===== config.mk =====
export PLATFORM = sky130hd
export DESIGN_NAME = config_option_tlv_parser_core
export DESIGN_NICKNAME = d
export VERILOG_FILES = /design/src/hdl/ctlp_pkg.sv /design/src/hdl/ctlp_decode.sv /design/src/hdl/ctlp_outq.sv /design/src/hdl/config_option_tlv_parser_core.sv
export SDC_FILE = /design/constraint.sdc
export NUM_CORES = 1
export LEC_CHECK = 0
export BUFFER_PORTS_ARGS = -buffer_cell sky130_fd_sc_hd__buf_2
export CAP_MARGIN = 0
export CORE_MARGIN = 3
export CORE_UTILIZATION = 45
export CTS_CLUSTER_DIAMETER = 150
export DETAILED_ROUTE_END_ITERATION = 8
export SYNTH_ARGS = -nofsm -noshare
export SYNTH_HDL_FRONTEND = slang
export SYNTH_HIERARCHICAL = 1
export SYNTH_SLANG_ARGS = --single-unit

===== constraint.sdc =====
create_clock -name clk -period 9.3 [get_ports clk]
set_input_delay 0.93 -clock clk [delete_from_list [all_inputs] [get_ports clk]]
set_output_delay 0.93 -clock clk [all_outputs]
set_load 0.005 [all_outputs]

===== src/hdl/ctlp_pkg.sv =====
// ============================================================================
// ctlp_pkg - shared types, codes and tables for the option parser
// Phase and result codes, result and state records, known-option lengths
// and the field layout of the known options.
// ============================================================================
package ctlp_pkg;

    localparam logic [6:0] TYPE_MTU   = 7'd1;
    localparam logic [6:0] TYPE_FLUSH = 7'd2;
    localparam logic [6:0] TYPE_QOS   = 7'd3;
    localparam logic [6:0] TYPE_FEC   = 7'd4;
    localparam logic [6:0] TYPE_FCS   = 7'd5;

    localparam logic [7:0] LEN_MTU   = 8'd2;
    localparam logic [7:0] LEN_FLUSH = 8'd2;
    localparam logic [7:0] LEN_QOS   = 8'd22;
    localparam logic [7:0] LEN_FEC   = 8'd9;
    localparam logic [7:0] LEN_FCS   = 8'd1;

    localparam int HINT_BIT = 7;

    localparam logic [1:0] PH_TYPE = 2'd0;
    localparam logic [1:0] PH_LEN  = 2'd1;
    localparam logic [1:0] PH_DATA = 2'd2;

    localparam logic [1:0] KIND_FIELD   = 2'd0;
    localparam logic [1:0] KIND_UNKNOWN = 2'd1;
    localparam logic [1:0] KIND_STATUS  = 2'd2;

    localparam logic [1:0] ST_ACCEPTED  = 2'd0;
    localparam logic [1:0] ST_UNKNOWN   = 2'd1;
    localparam logic [1:0] ST_MALFORMED = 2'd2;

    localparam logic [3:0] FID_MTU       = 4'd0;
    localparam logic [3:0] FID_FLUSH     = 4'd1;
    localparam logic [3:0] FID_QOS_TYPE  = 4'd2;
    localparam logic [3:0] FID_QOS_RATE  = 4'd3;
    localparam logic [3:0] FID_FEC_MODE  = 4'd8;
    localparam logic [3:0] FID_FEC_WIN   = 4'd9;
    localparam logic [3:0] FID_FEC_MAXTX = 4'd10;
    localparam logic [3:0] FID_FEC_RETX  = 4'd11;
    localparam logic [3:0] FID_FEC_MON   = 4'd12;
    localparam logic [3:0] FID_FEC_MPS   = 4'd13;

    localparam int OUTQ_DEPTH = 4;

    typedef struct packed {
        logic [1:0]  kind;
        logic [3:0]  field_id;
        logic [31:0] value;
        logic [7:0]  option_type;
        logic [7:0]  option_length;
        logic [1:0]  status;
        logic        last;
    } result_t;

    typedef struct packed {
        logic [1:0]  count;
        result_t     first;
        result_t     second;
    } push_t;

    typedef struct packed {
        logic [1:0]  phase;
        logic [7:0]  cur_type;
        logic [7:0]  decl_len;
        logic [7:0]  pos;
        logic [31:0] acc;
        logic        malformed;
        logic        unknown;
    } state_t;

    typedef struct packed {
        logic        hit;
        logic        last;
        logic [1:0]  k;
        logic [3:0]  id;
    } fld_t;

    function automatic logic is_known(input logic [6:0] base);
        return (base >= TYPE_MTU) && (base <= TYPE_FCS);
    endfunction

    function automatic logic [7:0] required_len(input logic [6:0] base);
        logic [7:0] r;
        r = '0;
        unique case (base)
            TYPE_MTU:   r = LEN_MTU;
            TYPE_FLUSH: r = LEN_FLUSH;
            TYPE_QOS:   r = LEN_QOS;
            TYPE_FEC:   r = LEN_FEC;
            TYPE_FCS:   r = LEN_FCS;
            default:    r = '0;
        endcase
        return r;
    endfunction

    function automatic fld_t field_lookup(input logic [6:0] base, input logic [7:0] pos);
        fld_t       f;
        logic [7:0] off;
        f   = '0;
        off = pos - 8'd2;
        unique case (base)
            TYPE_MTU, TYPE_FLUSH:
            begin
                if (pos <= 8'd1)
                begin
                    f.hit  = 1'b1;
                    f.k    = pos[1:0];
                    f.last = pos[0];
                    f.id   = (base == TYPE_MTU) ? FID_MTU : FID_FLUSH;
                end
            end
            TYPE_QOS:
            begin
                if (pos == 8'd1)
                begin
                    f.hit  = 1'b1;
                    f.last = 1'b1;
                    f.id   = FID_QOS_TYPE;
                end
                else if (pos >= 8'd2 && pos <= 8'd21)
                begin
                    f.hit  = 1'b1;
                    f.k    = off[1:0];
                    f.last = (off[1:0] == 2'd3);
                    f.id   = FID_QOS_RATE + {1'b0, off[4:2]};
                end
            end
            TYPE_FEC:
            begin
                unique case (pos)
                    8'd0:    f = '{hit: 1'b1, last: 1'b1, k: 2'd0, id: FID_FEC_MODE};
                    8'd1:    f = '{hit: 1'b1, last: 1'b1, k: 2'd0, id: FID_FEC_WIN};
                    8'd2:    f = '{hit: 1'b1, last: 1'b1, k: 2'd0, id: FID_FEC_MAXTX};
                    8'd3:    f = '{hit: 1'b1, last: 1'b0, k: 2'd0, id: FID_FEC_RETX};
                    8'd4:    f = '{hit: 1'b1, last: 1'b1, k: 2'd1, id: FID_FEC_RETX};
                    8'd5:    f = '{hit: 1'b1, last: 1'b0, k: 2'd0, id: FID_FEC_MON};
                    8'd6:    f = '{hit: 1'b1, last: 1'b1, k: 2'd1, id: FID_FEC_MON};
                    8'd7:    f = '{hit: 1'b1, last: 1'b0, k: 2'd0, id: FID_FEC_MPS};
                    8'd8:    f = '{hit: 1'b1, last: 1'b1, k: 2'd1, id: FID_FEC_MPS};
                    default: f = '0;
                endcase
            end
            default: f = '0;
        endcase
        return f;
    endfunction

endpackage


===== src/hdl/ctlp_decode.sv =====
// ============================================================================
// ctlp_decode - per-beat option decode
// Works out the next parser state and up to two results for one beat.
// ============================================================================
module ctlp_decode (
    input  ctlp_pkg::state_t st,
    input  logic [1:0]       mode,
    input  logic [7:0]       opt_byte,
    output ctlp_pkg::state_t st_next,
    output ctlp_pkg::push_t  push
);
    import ctlp_pkg::*;

    logic [6:0] base;
    logic       report_unknown;
    fld_t       fld;
    logic [7:0] req;
    logic [8:0] pos_inc;
    logic       ends;
    logic       fin_malformed;
    logic       have_a;
    result_t    res_a;
    result_t    res_s;
    logic [4:0] shamt;

    assign base           = st.cur_type[6:0];
    assign report_unknown = !is_known(base) && !st.cur_type[HINT_BIT];
    assign fld            = field_lookup(base, st.pos);
    assign req            = required_len(opt_byte[6:0] == 7'd0 ? base : base);
    assign pos_inc        = {1'b0, st.pos} + 9'd1;
    assign ends           = (mode != 2'd0);
    assign shamt          = {fld.k, 3'b000};

    always_comb
    begin
        st_next       = st;
        have_a        = 1'b0;
        res_a         = '0;
        res_s         = '0;
        fin_malformed = 1'b0;
        if (!mode[1] && !st.malformed)
        begin
            unique case (st.phase)
                PH_TYPE:
                begin
                    st_next.cur_type = opt_byte;
                    st_next.phase    = PH_LEN;
                end
                PH_LEN:
                begin
                    st_next.decl_len = opt_byte;
                    st_next.pos      = '0;
                    st_next.acc      = '0;
                    if (is_known(base) && opt_byte != req)
                    begin
                        st_next.malformed = 1'b1;
                    end
                    else if (opt_byte == 8'd0)
                    begin
                        if (report_unknown)
                        begin
                            st_next.unknown   = 1'b1;
                            have_a            = 1'b1;
                            res_a.kind        = KIND_UNKNOWN;
                            res_a.option_type = st.cur_type;
                        end
                        st_next.phase = PH_TYPE;
                    end
                    else
                    begin
                        st_next.phase = PH_DATA;
                    end
                end
                default:
                begin
                    if (fld.hit)
                    begin
                        if (fld.k == 2'd0)
                            st_next.acc = {24'd0, opt_byte};
                        else
                            st_next.acc = st.acc | ({24'd0, opt_byte} << shamt);
                        if (fld.last)
                        begin
                            have_a         = 1'b1;
                            res_a.kind     = KIND_FIELD;
                            res_a.field_id = fld.id;
                            res_a.value    = st_next.acc;
                        end
                    end
                    st_next.pos = pos_inc[7:0];
                    if (pos_inc >= {1'b0, st.decl_len})
                    begin
                        if (report_unknown)
                        begin
                            st_next.unknown     = 1'b1;
                            have_a              = 1'b1;
                            res_a.kind          = KIND_UNKNOWN;
                            res_a.option_type   = st.cur_type;
                            res_a.option_length = st.decl_len;
                        end
                        st_next.phase = PH_TYPE;
                        st_next.pos   = '0;
                    end
                end
            endcase
        end
        if (ends)
        begin
            fin_malformed = st_next.malformed || (st_next.phase != PH_TYPE);
            res_s.kind    = KIND_STATUS;
            res_s.last    = 1'b1;
            res_s.status  = fin_malformed ? ST_MALFORMED :
                            (st_next.unknown ? ST_UNKNOWN : ST_ACCEPTED);
            st_next       = '0;
        end
    end

    assign push.first  = have_a ? res_a : res_s;
    assign push.second = res_s;
    assign push.count  = {1'b0, have_a} + {1'b0, ends};

endmodule


===== src/hdl/ctlp_outq.sv =====
// ============================================================================
// ctlp_outq - result queue
// Small FIFO taking up to two results a cycle and giving one a cycle.
// ============================================================================
module ctlp_outq #(
    parameter int DEPTH = ctlp_pkg::OUTQ_DEPTH
) (
    input  logic              clk,
    input  logic              rst_n,
    input  logic              push_en,
    input  ctlp_pkg::push_t   push,
    input  logic              pop,
    output logic              out_valid,
    output ctlp_pkg::result_t out_res,
    output logic              room
);
    import ctlp_pkg::*;

    localparam int PTR_W = $clog2(DEPTH);
    localparam int CNT_W = $clog2(DEPTH + 1);

    result_t             mem [DEPTH];
    logic [PTR_W-1:0]    wr_ptr_reg;
    logic [PTR_W-1:0]    wr_ptr_next;
    logic [PTR_W-1:0]    rd_ptr_reg;
    logic [PTR_W-1:0]    rd_ptr_next;
    logic [CNT_W-1:0]    count_reg;
    logic [CNT_W-1:0]    count_next;
    logic [1:0]          push_n;
    logic [CNT_W:0]      space;

    assign push_n      = push_en ? push.count : 2'd0;
    assign wr_ptr_next = wr_ptr_reg + PTR_W'(push_n);
    assign rd_ptr_next = rd_ptr_reg + PTR_W'(pop);
    assign count_next  = count_reg + CNT_W'(push_n) - CNT_W'(pop);
    assign space       = (CNT_W+1)'(DEPTH) - {1'b0, count_reg};
    assign room        = (space >= (CNT_W+1)'(2));
    assign out_valid   = (count_reg != '0);
    assign out_res     = mem[rd_ptr_reg];

    always_ff @(posedge clk)
    begin
        if (push_n != 2'd0)
            mem[wr_ptr_reg] <= push.first;
        if (push_n == 2'd2)
            mem[wr_ptr_reg + PTR_W'(1)] <= push.second;
    end

    always_ff @(posedge clk or negedge rst_n)
    begin
        if (!rst_n)
        begin
            wr_ptr_reg <= '0;
            rd_ptr_reg <= '0;
            count_reg  <= '0;
        end
        else
        begin
            wr_ptr_reg <= wr_ptr_next;
            rd_ptr_reg <= rd_ptr_next;
            count_reg  <= count_next;
        end
    end

endmodule


===== src/hdl/config_option_tlv_parser_core.sv =====
// ============================================================================
// config_option_tlv_parser_core - configuration option TLV parser
// Parses the option area of a configure command one byte a beat.
// ============================================================================
// Input channel s_*: one beat per option byte, s_tuser carries the mode
// (byte, byte that ends the command, end without byte).
// Output channel m_*: decoded fields, unknown option reports and the end
// status; m_tlast marks the status beat that closes a command.
// A taken beat is held in the input register and decoded from there; its
// results go into the output queue, whose head is offered on m_*.
// One beat a cycle is taken for as long as the results drain one a cycle;
// a beat giving two results (field or report plus status) puts both into
// the queue. Rate is set by the output queue: the input register moves
// on only when the queue has room for two results.
// Reset empties the input register and the queue and returns the parser
// to the start of a command. While the receiver stalls, the queue fills
// and s_tready drops; nothing is lost or repeated.
// ============================================================================
module config_option_tlv_parser_core #(
    parameter int OUTQ_DEPTH = ctlp_pkg::OUTQ_DEPTH
) (
    input  logic        clk,
    input  logic        rst_n,
    input  logic        s_tvalid,
    output logic        s_tready,
    input  logic [7:0]  s_tdata,    // opt_byte
    input  logic [1:0]  s_tuser,    // mode
    output logic        m_tvalid,
    input  logic        m_tready,
    output logic [55:0] m_tdata,    // field_id, value, option_type, option_length, status, pad
    output logic [1:0]  m_tuser,    // kind
    output logic        m_tlast     // last
);
    import ctlp_pkg::*;

    logic       in_valid_reg;
    logic       in_valid_next;
    logic [1:0] in_mode_reg;
    logic [7:0] in_byte_reg;
    state_t     state_reg;
    state_t     state_next;
    push_t      push;
    result_t    out_res;
    logic       room;
    logic       advance;
    logic       pop;

    assign advance  = in_valid_reg && room;
    assign s_tready = !in_valid_reg || advance;
    assign pop      = m_tvalid && m_tready;

    always_comb
    begin
        in_valid_next = in_valid_reg;
        if (s_tvalid && s_tready)
            in_valid_next = 1'b1;
        else if (advance)
            in_valid_next = 1'b0;
    end

    always_ff @(posedge clk)
    begin
        if (s_tvalid && s_tready)
        begin
            in_mode_reg <= s_tuser;
            in_byte_reg <= s_tdata;
        end
    end

    always_ff @(posedge clk or negedge rst_n)
    begin
        if (!rst_n)
        begin
            in_valid_reg <= 1'b0;
            state_reg    <= '0;
        end
        else
        begin
            in_valid_reg <= in_valid_next;
            if (advance)
                state_reg <= state_next;
        end
    end

    ctlp_decode u_decode (
        .st       (state_reg),
        .mode     (in_mode_reg),
        .opt_byte (in_byte_reg),
        .st_next  (state_next),
        .push     (push)
    );

    ctlp_outq #(
        .DEPTH (OUTQ_DEPTH)
    ) u_outq (
        .clk       (clk),
        .rst_n     (rst_n),
        .push_en   (advance),
        .push      (push),
        .pop       (pop),
        .out_valid (m_tvalid),
        .out_res   (out_res),
        .room      (room)
    );

    assign m_tdata = {2'b00, out_res.status, out_res.option_length, out_res.option_type,
                      out_res.value, out_res.field_id};
    assign m_tuser = out_res.kind;
    assign m_tlast = out_res.last;

`ifndef SYNTHESIS
    a_status_last: assert property (@(posedge clk) disable iff (!rst_n)
        m_tvalid |-> ((m_tuser == KIND_STATUS) == m_tlast))
        else $error("status beat and tlast disagree");

    a_hold_input: assert property (@(posedge clk) disable iff (!rst_n)
        in_valid_reg && !advance |=> in_valid_reg && $stable(in_mode_reg)
            && $stable(in_byte_reg) && $stable(state_reg))
        else $error("held beat or parser state changed");

    a_no_output_after_malformed: assert property (@(posedge clk) disable iff (!rst_n)
        advance && state_reg.malformed |-> (push.count == 2'd0) || (push.count == 2'd1
            && push.first.kind == KIND_STATUS))
        else $error("result other than status after malformed option");
`endif

endmodule


==> results_dict.tcl, run 1 <==
set metrics [dict create \
    outcome "complete, no violations" \
    die_h_um 203.1 \
    synthCells 1262 \
    hpwl_mm 26.95 \
    crit_start "state_reg[34]" \
    start_kind "flop" \
    grtUsageTotal_pct 20.51 \
    drive_above_1_share_pct 39.03 \
    min_path_type "reg2reg" \
    area_growth_pct 9.363 \
    grt_max_degree 69 \
    final-seq-area_um2 8853 \
    start_util_pct 46.08 \
    clockRootBuffer "clkbuf_16" \
    powerDensity_nw_per_um2 252.0 \
    cp-end-kind "flop" \
    hold-worst-slack_ns 0.5122 \
    synth-seq-cells 306 \
    grt_pass1_wl_mm 65.83 \
    pwr-share-comb_pct 31.1 \
    grt_pass1_vias 10730 \
    grt-ovfl-total 0 \
    seq_area_frac_synth_pct 50.62 \
    layout_common_cells "mux2_2, edfxtp_1, buf_2, nor2_1, dfrtp_1" \
    clkLatencyLatePin_ns 0.52 \
    ant_nets 0 \
    clk_pin_slew_worst_paths_ns 0.06 \
    synth_cell_types 84 \
    switching_power_w 0.001563 \
    cp_data_required_time_ns 9.49 \
    multi_input_area_um2 7873 \
    nFillCells 3301 \
    slew_headroom_pct 27.89 \
    vias 10530 \
    critical_path.slowest_cell "nor2_4" \
    antennaDiodeCount 0 \
    syn_area_per_cell_um2 13.85 \
    max_cap_viol_count 0 \
    cts_sinks 306 \
    rr_startpoint "state_reg[34]" \
    io_pins 75 \
    drtIter0Drc 764 \
    cts_resized 0 \
    p_sw_share_pct 32.44 \
    drtPass1Iterations 5 \
    clk_path_buf_depth 3 \
    async_reset_ff_share_pct 22.22 \
    fmax_ghz 0.1587 \
    row_count 71 \
    ir_drop_v 0.0002249 \
    worstMarginPinSlew_ns 1.079 \
    antenna_found_initial 1 \
    syn_area_um2 17480 \
    crit_fanout 28 \
    critical_path_class "reg2reg" \
    report.final.hold_viol_count 0 \
    cellLeakagePower_nw 7.332 \
    clockPowerShare_pct 27.8 \
    skew_ns 0.01313 \
    portBuffers 72 \
    final_nets 1348 \
    rsz0062_at_grt "false" \
    slew_violations 0 \
    intPower_w 0.003255 \
    drc 0 \
    cts_buffers 36 \
    core_area_um2 37930 \
    worst_r2r_endpoint "u_outq/mem[1][44]" \
    cpPeakStageDelay_ns 0.89 \
    fin_crit_sh_pct 67.76 \
    arrival_ns 6.49 \
    htreeDepth 2 \
    dpl_cell_area_um2 18010 \
    cts_setup_buffers 0 \
    finalSetupViolCount 0 \
    largest_reg_flops 228 \
    wirelength_mm 42.27 \
    crit_end "u_outq/mem[1][44]" \
    critical_path.cell_chain "ha_1 -> and3_1 -> nand3_1 -> and2_1 -> or2_2 -> ha_1 -> and3_1 -> a221oi_1 -> o21ai_0 -> buf_4 -> o211ai_1 -> buf_4 -> nand2_1 -> a21oi_1 -> ha_1 -> inv_1 -> and2_1 -> o21ai_0 -> nor2_4 -> buf_4" \
    r2r_slack_ns 3.00 \
    setup_tns_ns 0 \
    fin_crit_ns 6.301 \
    r2r_cells 20 \
    die-area_um2 41240 \
    ys.flop_type "edfxtp_1" \
    gp_congestion 0.8685 \
    p_seq_share_pct 41.1 \
    wl_per_cell_um 22.90 \
    stdcell_area_um2 19120 \
    vias_per_cell 5.704 \
    layout_commonest_cell "mux2_2" \
    yosys_warnings 6 \
    synth-edff-count 238 \
    cts_tree "done" \
    dieWidth_um 203.1 \
    hold_buffers 0 \
    utilization_pct 50.39 \
]
per-layer routing:
metal	wire (um)	track usage, %
met4	982	5.088
met5	0	0
met2	19080	31.94
met3	2356	3.543
met1	19850	30.13
area by class of cell:
class,count,share of cell area [%]
clock inverters,11,0.6349
flip-flops and latches,306,46.32
multi-input cells,844,41.18
well taps,511,3.345
repair buffers,92,2.801
inverters,29,0.5694
clock buffers,53,5.151
metrics by stage:
step	setup WS (ns)	total power, W	cells
after global placement	3.002	0.003514	1782
final	2.999	0.004818	1846
after floorplan	2.867	0.002984	1316
after detailed placement	2.986	0.003527	1782
after global routing	2.501	0.005071	1846
after CTS	2.979	0.004880	1846
cells in the mapped netlist, drive strengths merged, types with 3 or more instances:
| master | instances | share of area (%) |
|---|---|---|
| and2 | 12 | 0.43 |
| o211ai | 5 | 0.32 |
| buf | 115 | 4.7 |
| a221oi | 3 | 0.19 |
| a21o | 3 | 0.13 |
| xor2 | 7 | 0.35 |
| mux2 | 288 | 19 |
| o21ai | 29 | 0.83 |
| and4 | 6 | 0.30 |
| nand3 | 25 | 0.74 |
| clkbuf | 22 | 0.47 |
| xnor2 | 10 | 0.50 |
| and3 | 7 | 0.25 |
| nor2 | 71 | 1.5 |
| a21oi | 55 | 1.6 |
| o21a | 6 | 0.26 |
| o2bb2ai | 27 | 1.4 |
| inv | 28 | 0.60 |
| nand4 | 3 | 0.11 |
| nor4 | 4 | 0.40 |
| edfxtp | 238 | 41 |
| nor4b | 3 | 0.15 |
| nand2b | 7 | 0.25 |
| dfrtp | 68 | 9.7 |
| a31oi | 9 | 0.36 |
| nand2 | 48 | 1.1 |
| a22o | 7 | 0.35 |
| mux2i | 8 | 0.46 |
| or2 | 4 | 0.14 |
| mux4 | 57 | 7.3 |
| nor3 | 13 | 0.40 |
| ha | 24 | 1.7 |
| nor3b | 3 | 0.16 |
| nand3b | 3 | 0.13 |
| or3 | 4 | 0.17 |
worst min-delay path by stage:
stage / startpoint / endpoint / slack (ns) / depth (start not counted)
6_report: state_reg[0] / state_reg[0] / 0.51 / 1
5_1_grt: state_reg[0] / state_reg[0] / 0.54 / 1
4_1_cts: state_reg[0] / state_reg[0] / 0.51 / 1
3_5_place_dp: state_reg[0] / state_reg[0] / 0.50 / 1
3_3_place_gp: state_reg[0] / state_reg[0] / 0.49 / 1
2_1_floorplan: state_reg[50] / state_reg[50] / 0.48 / 1
power by group through the flow:
stage	clock, W	combinational (W)	sequential, W
finish	0.00134	0.00150	0.00198
global route	0.00143	0.00163	0.00201
CTS	0.00137	0.00153	0.00198
detailed placement	0	0.00152	0.00201
global placement	0	0.00151	0.00200
floorplan	0	0.00109	0.00189
logic make-up after synthesis:
family	Yosys count	synth area share (%)
AOI/OAI and AO/OA	170	6.979
xor gates and xnor gates	17	0.8518
adders and majority gates	25	1.833
buffers and inverters	166	5.755
DFF	306	50.62
muxes	353	27.19
other	2	0.04297
and+or+nand+nor	223	6.722
worst max-delay path: cells and delay by family, from the launching register on:
family	cells	cell delay [ns]
buf+inv	4	1.01
simple gates	8	2.32
fa+ha+maj	3	0.93
compound gates	5	0.96
flops	1	0.76
(Power assumes the default switching activity.)
==> run 2: changes to the inputs <==
==> constraint.sdc (replaced) <==
create_clock -name clk -period 5.7 [get_ports clk]
set_input_delay 0.57 -clock clk [delete_from_list [all_inputs] [get_ports clk]]
set_output_delay 0.57 -clock clk [all_outputs]
set_load 0.005 [all_outputs]
==> run 2 against run 1 <==
Net effect: sequential power increased by 65%; register-to-register slack got worse by 2.6 ns; largest cell class unchanged; final cell count increased by 0.33%; sequential share of layout area decreased by 0.36 points; critical endpoint is now u_outq/mem[3][28]; maximum frequency increased by 20%; clock-buffer cell count decreased by 2; largest power group unchanged; design area increased by 0.79%; die area unchanged; total power increased by 66%; critical path depth decreased by 2.
==> results_dict.tcl, run 2 (synthesized netlist as in run 1, its figures left out) <==
set metrics [dict create \
    clk_pin_slew_worst_paths_ns 0.06 \
    critical_path.cell_chain "ha_1 -> and3_1 -> nand3_1 -> and2_1 -> or2_2 -> ha_1 -> and3_1 -> a221oi_1 -> o21ai_0 -> o211ai_1 -> nand2_1 -> a21oi_1 -> ha_1 -> inv_1 -> nand3b_1 -> or3_4 -> buf_12 -> mux2_4" \
    crit_fanout 33 \
    core_area_um2 37930 \
    hpwl_mm 24.80 \
    largest_reg_flops 228 \
    hold_buffers 0 \
    fin_crit_ns 5.253 \
    cts_setup_buffers 0 \
    p_sw_share_pct 31.62 \
    cp_data_required_time_ns 5.97 \
    grt_pass1_vias 10690 \
    fin_ws_ns 0.4469 \
    cpPeakStageDelay_ns 0.68 \
    cts_tree "done" \
    powerDensity_nw_per_um2 413.9 \
    clk_path_buf_depth 3 \
    ir_drop_v 0.0004629 \
    intPower_w 0.005453 \
    drc 0 \
    slew_headroom_pct 33.92 \
    critPathMostFrequentCell "ha_1" \
    report.final.hold_viol_count 0 \
    nFillCells 3272 \
    critical_path.slowest_cell "or3_4" \
    layout_common_cells "mux2_2, edfxtp_1, buf_2, nor2_1, dfrtp_1" \
    clockPowerShare_pct 29.3 \
    drive_above_1_share_pct 39.30 \
    portBuffers 72 \
    fmax_ghz 0.1904 \
    grt_max_degree 69 \
    drtIter0Drc 857 \
    rsz0062_at_grt "false" \
    cts_buffers 36 \
    die-area_um2 41240 \
    dpl_cell_area_um2 18060 \
    grtUsageTotal_pct 19.93 \
    wl_per_cell_um 22.22 \
    ant_nets 0 \
    start_kind "flop" \
    max_cap_viol_count 0 \
    vias_per_cell 5.650 \
    grt_pass1_wl_mm 64.15 \
    gp_congestion 0.8959 \
    slew_violations 0 \
    cts_resized 0 \
    pwr-share-comb_pct 29.7 \
    layout_commonest_cell "mux2_2" \
    wirelength_mm 41.15 \
    grt-ovfl-total 0 \
    drtPass1Iterations 5 \
    vias 10460 \
    dieWidth_um 203.1 \
    dp_slack_ns 0.5521 \
    p_seq_share_pct 41.0 \
    antenna_found_initial 0 \
    io_pins 75 \
    die_h_um 203.1 \
    finalPower_w 0.007974 \
    outcome "complete, no violations" \
    finalSetupViolCount 0 \
    cts_sinks 306 \
    cp-end-kind "flop" \
    switching_power_w 0.002522 \
    row_count 71 \
    skew_ns 0.01536 \
    dp_cells 1786 \
    worstMarginPinSlew_ns 0.9912 \
    final_nets 1352 \
    setup_tns_ns 0 \
    fin_crit_sh_pct 92.16 \
    antennaDiodeCount 0 \
    cellLeakagePower_nw 7.405 \
    clkLatencyLatePin_ns 0.53 \
    htreeDepth 2 \
    min_path_type "in2reg" \
    critical_path_class "reg2reg" \
    fin_cells 1852 \
    area_growth_pct 10.22 \
    start_util_pct 46.08 \
    arrival_ns 5.52 \
    stdcell_area_um2 19270 \
    clockRootBuffer "clkbuf_16" \
]
run 2: final cells by class:
| type | instances | area, um2 | area share (%) |
|---|---|---|---|
| repair buffers | 96 | 590.6 | 3.065 |
| multi-input cells | 844 | 7873 | 40.86 |
| well taps | 511 | 639.4 | 3.319 |
| inverters | 29 | 108.9 | 0.5650 |
| flip-flops and latches | 306 | 8853 | 45.95 |
| clock inverters | 15 | 181.4 | 0.9417 |
| clock buffers | 51 | 1020 | 5.293 |
run 2: worst paths after layout:
path	from	to	slack (ns)	depth (start not counted)
max in group asynchronous	rst_n	u_outq/rd_ptr_reg[0]	4.71	2
setup / recovery	state_reg[35]	u_outq/mem[3][28]	0.45	18
min in group asynchronous	rst_n	in_valid_reg	0.29	2
hold / removal	s_tdata[4]	in_byte_reg[4]	0.22	1
setup reg to reg	state_reg[35]	u_outq/mem[3][28]	0.45	18
hold reg to reg	state_reg[0]	state_reg[0]	0.50	1
run 2: layer usage:
layer	vias up	track usage (%)	wire [um]
li1	4842	-	-
met1	5335	28.76	19160
met2	239	31.97	19280
met3	48	3.143	1919
met4	0	4.646	795
met5	-	0	0
run 2: power by group through the flow:
stage	clock, W	sequential [W]	combinational, W
2_1_floorplan	0	0.00309	0.00178
3_3_place_gp	0	0.00331	0.00239
3_5_place_dp	0	0.00332	0.00239
4_1_cts	0.00240	0.00328	0.00240
5_1_grt	0.00248	0.00333	0.00257
6_report	0.00234	0.00327	0.00237
run 2: through the flow:
stage | utilization, % | hold slack [ns]
floorplan | - | 0.2744
global placement | 47.62 | 0.4892
detailed placement | 47.62 | 0.4941
CTS | 50.79 | 0.1975
global route | 50.79 | 0.2023
finish | 50.79 | 0.2216
run 2: critical path, delay by kind of cell, from the launching register on:
family,cells,cell delay [ns]
AOI/OAI and AO/OA,4,0.83
muxes,1,0.31
buffers and inverters,2,0.39
and+or+nand+nor,8,2.15
DFF,1,0.53
adders and majority gates,3,0.77
==> run 3: changes to the inputs <==
--- a/config.mk
+++ b/config.mk
@@ -7,11 +7,14 @@
 export LEC_CHECK = 0
 export BUFFER_PORTS_ARGS = -buffer_cell sky130_fd_sc_hd__buf_2
 export CAP_MARGIN = 0
+export CORE_ASPECT_RATIO = 1.75
 export CORE_MARGIN = 3
 export CORE_UTILIZATION = 45
 export CTS_CLUSTER_DIAMETER = 150
 export DETAILED_ROUTE_END_ITERATION = 8
+export REMOVE_ABC_BUFFERS = 1
 export SYNTH_ARGS = -nofsm -noshare
 export SYNTH_HDL_FRONTEND = slang
 export SYNTH_HIERARCHICAL = 1
 export SYNTH_SLANG_ARGS = --single-unit
+export TNS_END_PERCENT = 20
==> run 3 against run 2 <==
Net effect: worst hold slack worse by 0.042 ns; design area shrank 0.75%; sequential share of layout area up 0.35 points; critical path type unchanged; largest cell class unchanged.
==> results_dict.tcl, run 3 (synthesized netlist as in run 1, its figures left out) <==
set metrics [dict create \
    outcome "complete, no violations" \
    dpl_cell_area_um2 18130 \
    dp_cells 1764 \
    drtIter0Drc 587 \
    vias 10640 \
    cp-end-kind "flop" \
    fin_crit_ns 5.005 \
    critical_path.cell_chain "nand2_1 -> nor2_1 -> nand3_1 -> xnor2_1 -> ha_1 -> and3_1 -> a221oi_1 -> o21ai_0 -> o211ai_1 -> nand2_1 -> a21oi_1 -> ha_1 -> inv_1 -> nand3b_1 -> or3_4 -> buf_12 -> mux2_2" \
    fmax_ghz 0.1998 \
    drtPass1Iterations 4 \
    area_growth_pct 9.391 \
    cellLeakagePower_nw 7.352 \
    finalPower_w 0.007720 \
    antenna_found_initial 0 \
    ir_drop_v 0.0002802 \
    cp_data_required_time_ns 6.01 \
    grt-ovfl-total 0 \
    cts_resized 0 \
    hpwl_mm 27.74 \
    fin_cells 1818 \
    finalSetupViolCount 0 \
    utilization_pct 50.33 \
    die_h_um 266.7 \
    grt_pass1_wl_mm 67.28 \
    wirelength_mm 43.09 \
    drc 0 \
    max_cap_viol_count 0 \
    cts_tree "done" \
    clockRootBuffer "clkbuf_16" \
    clk_path_buf_depth 3 \
    grtUsageTotal_pct 21.02 \
    min_path_type "in2reg" \
    slew_headroom_pct 19.56 \
    final_nets 1355 \
    dieWidth_um 155.0 \
    critical_path_class "reg2reg" \
    core_area_um2 37990 \
    grtUsageMet2_pct 38.09 \
    rsz0062_at_grt "false" \
    start_kind "flop" \
    start_util_pct 46.01 \
    vias_per_cell 5.854 \
    cts_buffers 29 \
    io_pins 75 \
    cts_sinks 306 \
    antennaDiodeCount 0 \
    powerDensity_nw_per_um2 403.8 \
    report.final.hold_viol_count 0 \
    clk_pin_slew_worst_paths_ns 0.07 \
    gp_congestion 0.9827 \
    ant_nets 0 \
    drive_above_1_share_pct 39.76 \
    nFillCells 3311 \
    skew_ns 0.01601 \
    htreeDepth 1 \
    row_count 94 \
    clkLatencyLatePin_ns 0.57 \
    worstMarginPinSlew_ns 1.200 \
    use_met1_pct 25.84 \
    wl_per_cell_um 23.70 \
    layout_commonest_cell "mux2_2" \
    die-area_um2 41340 \
    largest_reg_flops 228 \
    arrival_ns 5.31 \
    grtUsageMet3_pct 2.466 \
    slew_violations 0 \
    critical_path.slowest_cell "dfrtp_1" \
    portBuffers 72 \
    grt_pass1_vias 11130 \
    busiest_layer "met2" \
    fin_crit_sh_pct 87.81 \
    layout_common_cells "mux2_2, edfxtp_1, buf_2, nor2_1, dfrtp_1" \
    stdcell_area_um2 19120 \
    grt_max_degree 61 \
    cpPeakStageDelay_ns 0.74 \
    crit_fanout 44 \
]
## run 3: layout make-up
type / count / area, um2 / share of cell area (%)
Clock buffer: 35 / 758.2 / 3.965
Clock inverter: 18 / 221.5 / 1.158
Inverter: 29 / 108.9 / 0.5693
Multi-Input combinational cell: 844 / 7873 / 41.17
Sequential cell: 306 / 8853 / 46.30
Tap cell: 480 / 600.6 / 3.141
Timing Repair Buffer: 106 / 705.7 / 3.691
## run 3: metal layers
layer	up-vias	wire length, um	part of all wire, %
met3	71	1766	4.1
met1	5456	17250	40
met2	282	22660	53
met4	0	1419	3.3
met5	-	0	0
li1	4833	-	-
## run 3: per-stage QoR
stage               hold WS, ns  TNS [ns]  worst slack, ns
floorplan                0.2744   -603.77           -3.230
global placement         0.4932         0           0.7585
detailed placement       0.4950         0           0.7250
CTS                      0.1562         0           0.6879
global route             0.1640         0           0.2958
finish                   0.1798         0           0.6948
## run 3: path summary, 6_finish.rpt
kind	from	end	slack, ns	depth (start not counted)
setup reg to reg	state_reg[38]	u_outq/mem[3][1]	0.69	17
hold / removal	s_tdata[1]	in_byte_reg[1]	0.18	1
max in group asynchronous	rst_n	u_outq/rd_ptr_reg[0]	4.02	3
setup / recovery	state_reg[38]	u_outq/mem[3][1]	0.69	17
min in group asynchronous	rst_n	state_reg[1]	0.48	2
hold reg to reg	state_reg[0]	state_reg[0]	0.51	1
## run 3: repair_timing
action | 4_1_cts | 5_1_grt
hold buffers | 1 | 0
setup buffers | 0 | 0
hold endpoints to repair | 15 | 0
## run 3: critical path, delay by kind of cell (launching register included)
| family | cells | cell delay (ns) |
|---|---|---|
| and+or+nand+nor | 7 | 1.50 |
| AOI/OAI and AO/OA | 4 | 0.75 |
| DFF | 1 | 0.74 |
| adders and majority gates | 2 | 0.54 |
| buffers and inverters | 2 | 0.50 |
| muxes | 1 | 0.39 |
| xor gates and xnor gates | 1 | 0.27 |
## run 3: power breakdown
| part | internal (W) | switching (W) | leakage (nW) |
|---|---|---|---|
| Clock | 0.00117 | 0.000851 | 0.470 |
| Combinational | 0.00111 | 0.00131 | 3.82 |
| Sequential | 0.00292 | 0.000355 | 3.06 |
